### src/rtl/mfre_pkg.sv
`default_nettype none
package mfre_pkg;

    localparam int WIDTH = 200;
    localparam int HEIGHT = 200;
    localparam int STRIDE = (WIDTH + 7) / 8;
    localparam int FB_BYTES = STRIDE * HEIGHT;
    localparam int ADDR_W = $clog2(FB_BYTES);

    localparam logic [2:0] REQ_CLEAR = 3'd0;
    localparam logic [2:0] REQ_PIXEL = 3'd1;
    localparam logic [2:0] REQ_LINE = 3'd2;
    localparam logic [2:0] REQ_FILL = 3'd3;
    localparam logic [2:0] REQ_OUTLINE = 3'd4;
    localparam logic [2:0] REQ_READ = 3'd5;

    typedef enum logic [3:0] {
        ST_IDLE,
        ST_WIPE,
        ST_LINE,
        ST_FILL,
        ST_OUT_H,
        ST_OUT_V,
        ST_READ,
        ST_READ_WAIT,
        ST_RMW_WAIT,
        ST_RMW_WRITE,
        ST_RESULT
    } state_t;

    // commands from controller to datapath
    typedef struct packed {
        logic load;
        logic wipe_start;
        logic wipe_step;
        logic line_start;
        logic line_step;
        logic fill_start;
        logic fill_step;
        logic outh_start;
        logic outh_step;
        logic outv_start;
        logic outv_step;
        logic pix_read;
        logic pix_write;
        logic byte_read;
    } cmd_t;

    // status from datapath to controller
    typedef struct packed {
        logic wipe_last;
        logic line_last;
        logic fill_last;
        logic fill_empty;
        logic out_last;
        logic pix_valid;
    } stat_t;

endpackage
`default_nettype wire

### src/rtl/mfre_ctrl.sv
`default_nettype none
module mfre_ctrl (
    input  wire logic            clk,
    input  wire logic            rst_n,
    input  wire logic            req_valid,
    input  wire logic [2:0]      req_kind,
    input  wire logic            res_free,
    input  wire mfre_pkg::stat_t stat,
    output mfre_pkg::cmd_t       cmd,
    output logic                 req_ready,
    output logic                 res_load
);

    mfre_pkg::state_t state_reg, state_next, ret_reg, ret_next;
    logic last_reg, last_next;

    always_ff @(posedge clk or negedge rst_n)
    begin
        if (!rst_n)
        begin
            state_reg <= mfre_pkg::ST_WIPE;
            ret_reg <= mfre_pkg::ST_IDLE;
            last_reg <= 1'b0;
        end
        else
        begin
            state_reg <= state_next;
            ret_reg <= ret_next;
            last_reg <= last_next;
        end
    end

    always_comb
    begin
        state_next = state_reg;
        ret_next = ret_reg;
        last_next = last_reg;
        cmd = '0;
        req_ready = 1'b0;
        res_load = 1'b0;
        unique case (state_reg)
            mfre_pkg::ST_IDLE:
            begin
                req_ready = 1'b1;
                if (req_valid)
                begin
                    cmd.load = 1'b1;
                    priority case (req_kind)
                        mfre_pkg::REQ_CLEAR:
                        begin
                            cmd.wipe_start = 1'b1;
                            state_next = mfre_pkg::ST_WIPE;
                        end
                        mfre_pkg::REQ_PIXEL, mfre_pkg::REQ_LINE:
                        begin
                            cmd.line_start = 1'b1;
                            state_next = mfre_pkg::ST_LINE;
                        end
                        mfre_pkg::REQ_FILL:
                        begin
                            cmd.fill_start = 1'b1;
                            state_next = mfre_pkg::ST_FILL;
                        end
                        mfre_pkg::REQ_OUTLINE:
                        begin
                            cmd.outh_start = 1'b1;
                            state_next = mfre_pkg::ST_OUT_H;
                        end
                        mfre_pkg::REQ_READ: state_next = mfre_pkg::ST_READ;
                        default: state_next = mfre_pkg::ST_RESULT;
                    endcase
                end
            end
            mfre_pkg::ST_WIPE:
            begin
                cmd.wipe_step = 1'b1;
                if (stat.wipe_last)
                begin
                    state_next = (ret_reg == mfre_pkg::ST_IDLE && !cmd.load &&
                                  last_reg == 1'b0) ? mfre_pkg::ST_IDLE
                                                    : mfre_pkg::ST_RESULT;
                    last_next = 1'b1;
                end
            end
            mfre_pkg::ST_LINE, mfre_pkg::ST_FILL, mfre_pkg::ST_OUT_H,
            mfre_pkg::ST_OUT_V:
            begin
                if (state_reg == mfre_pkg::ST_FILL && stat.fill_empty)
                    state_next = mfre_pkg::ST_RESULT;
                else if (stat.pix_valid)
                begin
                    cmd.pix_read = 1'b1;
                    ret_next = state_reg;
                    state_next = mfre_pkg::ST_RMW_WAIT;
                end
                else
                begin
                    unique case (state_reg)
                        mfre_pkg::ST_LINE:
                        begin
                            cmd.line_step = 1'b1;
                            if (stat.line_last) state_next = mfre_pkg::ST_RESULT;
                        end
                        mfre_pkg::ST_FILL:
                        begin
                            cmd.fill_step = 1'b1;
                            if (stat.fill_last) state_next = mfre_pkg::ST_RESULT;
                        end
                        mfre_pkg::ST_OUT_H:
                        begin
                            cmd.outh_step = 1'b1;
                            if (stat.out_last)
                            begin
                                cmd.outv_start = 1'b1;
                                state_next = mfre_pkg::ST_OUT_V;
                            end
                        end
                        default:
                        begin
                            cmd.outv_step = 1'b1;
                            if (stat.out_last) state_next = mfre_pkg::ST_RESULT;
                        end
                    endcase
                end
            end
            mfre_pkg::ST_RMW_WAIT: state_next = mfre_pkg::ST_RMW_WRITE;
            mfre_pkg::ST_RMW_WRITE:
            begin
                cmd.pix_write = 1'b1;
                state_next = ret_reg;
                unique case (ret_reg)
                    mfre_pkg::ST_LINE:
                    begin
                        cmd.line_step = 1'b1;
                        if (stat.line_last) state_next = mfre_pkg::ST_RESULT;
                    end
                    mfre_pkg::ST_FILL:
                    begin
                        cmd.fill_step = 1'b1;
                        if (stat.fill_last) state_next = mfre_pkg::ST_RESULT;
                    end
                    mfre_pkg::ST_OUT_H:
                    begin
                        cmd.outh_step = 1'b1;
                        if (stat.out_last)
                        begin
                            cmd.outv_start = 1'b1;
                            state_next = mfre_pkg::ST_OUT_V;
                        end
                    end
                    default:
                    begin
                        cmd.outv_step = 1'b1;
                        if (stat.out_last) state_next = mfre_pkg::ST_RESULT;
                    end
                endcase
            end
            mfre_pkg::ST_READ:
            begin
                cmd.byte_read = 1'b1;
                state_next = mfre_pkg::ST_READ_WAIT;
            end
            mfre_pkg::ST_READ_WAIT:
            begin
                cmd.byte_read = 1'b1;
                state_next = mfre_pkg::ST_RESULT;
            end
            mfre_pkg::ST_RESULT:
            begin
                cmd.byte_read = 1'b1;
                if (res_free)
                begin
                    res_load = 1'b1;
                    state_next = mfre_pkg::ST_IDLE;
                end
            end
            default: state_next = mfre_pkg::ST_IDLE;
        endcase
    end

endmodule
`default_nettype wire

### config.mk
export PLATFORM = sky130hd
export DESIGN_NAME = mfre_ctrl
export DESIGN_NICKNAME = d
export VERILOG_FILES = /design/src/rtl/mfre_pkg.sv /design/src/rtl/mfre_ctrl.sv
export SDC_FILE = /design/constraint.sdc
export NUM_CORES = 1
export LEC_CHECK = 0
export BUFFER_PORTS_ARGS = -buffer_cell sky130_fd_sc_hd__buf_2
export CORE_ASPECT_RATIO = 0.7
export CORE_MARGIN = 2
export CORE_UTILIZATION = 50
export CTS_BUF_LIST = sky130_fd_sc_hd__clkbuf_4
export DETAILED_ROUTE_END_ITERATION = 10
export PLACE_DENSITY = 0.78
export SLEW_MARGIN = 20
export SYNTH_ARGS = -nofsm -noshare
export SYNTH_HDL_FRONTEND = slang
export SYNTH_SLANG_ARGS = --single-unit
### constraint.sdc
create_clock -name clk -period 1.9 [get_ports clk]
set_clock_uncertainty 0.1 [all_clocks]
set_input_delay 0.095 -clock clk [delete_from_list [all_inputs] [get_ports clk]]
set_output_delay 0.095 -clock clk [all_outputs]
set_load 0.02 [all_outputs]
== After elaboration in Yosys (flattened, before gate mapping) ==
Index checks and enable logic that the tools add are counted.

* Register bits after elaboration: 9

* Equality and inequality tests: 25
* Muxes and demuxes: 56
* Bitwise operators: 2
* Reductions and logical operators: 13

{| class="wikitable"
|+ Operators by type and width
! kind !! count
|-
| two-way mux 4 bit || 15
|-
| one-hot mux 4 bit (8 select lines) || 1
|-
| two-way mux 1 bit || 29
|-
| one-hot mux 4 bit (3 select lines) || 2
|-
| equality test 4 x 3 -> 1 bit, second input constant || 5
|-
| one-hot mux 4 bit (5 select lines) || 1
|-
| equality test 4 x 2 -> 1 bit, second input constant || 4
|-
| != test 5 bit, second input constant || 3
|-
| equality test 4 bit, second input constant || 3
|-
| OR reduction 3 bit || 3
|-
| logical NOT 4 bit || 2
|-
| two-way mux 2 bit || 4
|-
| AND reduction 7 bit || 1
|-
| equality test 3 x 2 -> 1 bit, second input constant || 2
|-
| equality test 3 bit, second input constant || 2
|-
| != test 2 bit, second input constant || 3
|-
| != test 6 bit, second input constant || 1
|-
| one-hot mux 3 bit (2 select lines) || 1
|-
| equality test 4 x 1 -> 1 bit, second input constant || 1
|-
| one-hot mux 1 bit (2 select lines) || 2
|-
| OR reduction 4 bit || 1
|-
| equality test 3 x 1 -> 1 bit, second input constant || 1
|-
| logical NOT 3 bit || 1
|-
| two-way mux 3 bit || 1
|-
| 5 further kinds || 7
|}

== Depth between registers and ports, before layout ==
* Depth in word-level cells: 6
* Depth in mapped cells: 7
* Gate-level depth less buffers: 5

== Least setup slack after synthesis ==
OpenSTA, ideal clock, no wires.

* Path kind: flip-flop to output port
* From: register state_reg[1]
* To: output cmd[12] (netlist bit)
* Arrival: 1.796 ns
* Path slack: -0.091 ns
* Cell stages (with the launch flop): 5
* Path through: dfrtp_1 > buf_2 > nor4_4 > nand2_1 > nor4_1

{| class="wikitable"
|+ RTL lines
! what !! line !! RTL
|-
| from (decl) || mfre_ctrl.sv:14 || <nowiki>mfre_pkg::state_t state_reg, state_next, ret_reg, ret_next;</nowiki>
|-
| from (signal assigned) || mfre_ctrl.sv:21 || <nowiki>state_reg <= mfre_pkg::ST_WIPE;</nowiki>
|-
| from (signal assigned) || mfre_ctrl.sv:27 || <nowiki>state_reg <= state_next;</nowiki>
|-
| to (decl) || mfre_ctrl.sv:9 || <nowiki>output mfre_pkg::cmd_t cmd,</nowiki>
|}

==> results.md <==
* Share of post-route cells with drive strength above 1 at 0.4261
* Most common cell after layout, fill and taps aside: buf_2
* Core Region at approximately 0.0018 sq mm
* Final min period at 1.960 ns
* Hpwl dp at ~2.4 mm
* Number of vias per cell at between 6 and 7
* Status: finished, violations left
* Routed wl met3 at 402 um
* Routed length on met1 at between 1.5 and 2 mm
* Actual slew at the worst max-slew pin at 0.3436 ns
* Startpoint Class: flip-flop
* Metal2 WL at 1.591 mm
* Yosys warns at 0
* Synthesized Nets at approximately 140
* Yosys reg bits at 9
* Post-layout util at 0.7415
* Post-synth top flop: dfrtp_1
* Pre-Repair DR Iteration Count at 4
* Tightest Hold Check Type: in -> reg
* Antenna Violating Nets Remaining at 0
* Die X-Extent at 55.82 um
* CTS max path bufs at 2
* Failing checks: negative setup slack
* Worst-path clk slew at ~0.07 ns
* Initial antenna violation count at 0
* Critical path class: reg -> out
* Register-to-register setup slack at about 0.06 ns
* Clock network latency to the later pin of the worst-skew pair at roughly 0.27 ns
* CTS tree: yes
* Starting density of the core at 0.5204
* First-pass GRT wire length at 4.761 mm
* Drt total wl at roughly 3.6 mm
* Die height at 40.27 um
* Critical Path Start: state_reg[2]
* Gate Count Post-Synth at between 100 and 150
* WP data required at 1.70 ns
* I/O pin cnt at 29
* Fmax at around 500 MHz
* Setup TNS at -0.1078 ns
* Worst VDD drop at roughly 0.76 mV
* GR Overflow Total at 0
* Unrepaired setup endpoints after global routing: true
* Max cap viols at 0
* Inserted Diodes at 0
* CP Capture Type: output port
* H-tree Lvls at 1
* CTS root buffer: clkbuf_4
* Avg WL per Cell at about 18 um
* Final Setup Violations at 3
* Routability cong. at 0.9361
* Post-synth EDFFs at 0
* Port bufs at 28
* Worst path arrival time at approximately 1.8 ns
* Distinct cells, synth at 46
* Worst relative slew slack at 0.7692
* Async set-or-reset flop fraction in the synthesized netlist at 1.000
* Post-synthesis cell area at 939.7 sq um
* Path depth of the worst reg2reg path at 8
* Global Route Usage Sum at 0.2938
* Final Net Count at 190
* Cell Pwr Density at between 1000 and 1500 mW/mm^2
* # DRC at 0
* Leakage power at 0.6097 nW
* Worst reg2reg path startpoint: state_reg[2]
* Vias in the first global route at about 970
* CP Max Fanout at 5
* Seq/Total Area, Yosys at 0.2410
* TritonCTS Buffers at 3
* Max Transition Viols Final at 0
* DR vias at about 1200
* Crit share post-route at 1.032
* Final Hold Viols at 0
* Syn_area_per_cell at between 7 and 8 sq um
* Clk sinks at 9
* Layout area overhead at 42.48%
* Most frequent cells in the layout: buf_2, buf_4, nand2_1
* Largest net degree at the start of global routing at 14
* Setup crit end: cmd[6]
* Area of the die at between 0.002 and 0.0025 sq mm
* Reg2reg end: state_reg[2]
* Initial drt markers at 50
* Setup slack after layout at -0.05988 ns
* Highest Signal Layer: met4
* Num rows at 13
[report_power, final]
part	internal, mW	switching, mW	leakage (nW)	total, mW
clock network	0.0955	0.0776	0.0184	0.173
logic	0.589	0.718	0.487	1.31
registers	0.265	0.135	0.104	0.400
[metrics by stage]
step / worst slack (ns) / cell area [sq um] / cells / total power, mW / hold slack, ns
finish: -0.05988 / 1339 / 198 / 1.881 / 0.04316
global route: -0.1314 / 1339 / 198 / 1.999 / 0.03725
CTS: 0.006505 / 1241 / 192 / 1.687 / 0.02827
detailed placement: 0.08921 / 1151 / 183 / 1.431 / -0.1284
global placement: 0.1275 / 1151 / 183 / 1.417 / -0.1333
floorplan: -0.09127 / 943.4 / 130 / 1.095 / -0.3006
[worst max-delay path: stages, from the launching register on]
cell	delay (ns)
dfrtp_2	0.44
buf_6	0.15
nor4_4	0.30
nand2_2	0.17
nor4_4	0.25
buf_4	0.19
[cells by family after synthesis]
kind of cell,Yosys count,synth area share
compound gates,39,0.2703
xor+xnor,1,0.009323
buf+inv,16,0.08123
flops,9,0.2410
mux,1,0.01597
simple gates,64,0.3822
[worst min-delay path by stage]
stage,startpoint,endpoint,slack [ns],depth (start not counted)
floorplan,rst_n,last_reg,-0.30,0
global placement,rst_n,last_reg,-0.13,1
detailed placement,rst_n,last_reg,-0.13,1
CTS,res_free,state_reg[3],0.03,3
global route,res_free,state_reg[3],0.04,3
finish,res_free,state_reg[3],0.04,3
[cell usage after synthesis (all sizes together) (2+ instances only)]
library cell / n / area share
nand2b: 3 / 0.020
nor3: 8 / 0.055
dfrtp: 8 / 0.21
a21oi: 8 / 0.043
buf: 6 / 0.041
o211a: 2 / 0.021
o21ai: 15 / 0.080
inv: 7 / 0.028
nor2: 11 / 0.047
nand3: 2 / 0.011
nor2b: 7 / 0.047
nand3b: 2 / 0.016
nor3b: 2 / 0.016
nor4: 3 / 0.036
nand2: 18 / 0.072
clkbuf: 3 / 0.012
a32oi: 2 / 0.019
[routing by layer]
| layer | vias up | GRT usage |
|---|---|---|
| li1 | 567 | - |
| met1 | 567 | 0.4008 |
| met2 | 92 | 0.4792 |
| met3 | 8 | 0.08065 |
| met4 | 0 | 0.05952 |
| met5 | - | 0 |
[cell type report]
cell class	count	area, sq um
clock buffers	4	30.03
fillers	133	466.7
inverters	7	26.28
multi-input cells	105	701.9
flip-flops and latches	9	231.5
well taps	22	27.53
repair buffers	51	321.6
[timing repair]
item	in CTS	in global routing
resized for setup	6	15
endpoints found under the hold margin	10	0
pin swaps	1	3
setup endpoints to repair	8	12
buffers inserted	3	6
hold buffers	2	0
Power figures use the tool's default switching activity.
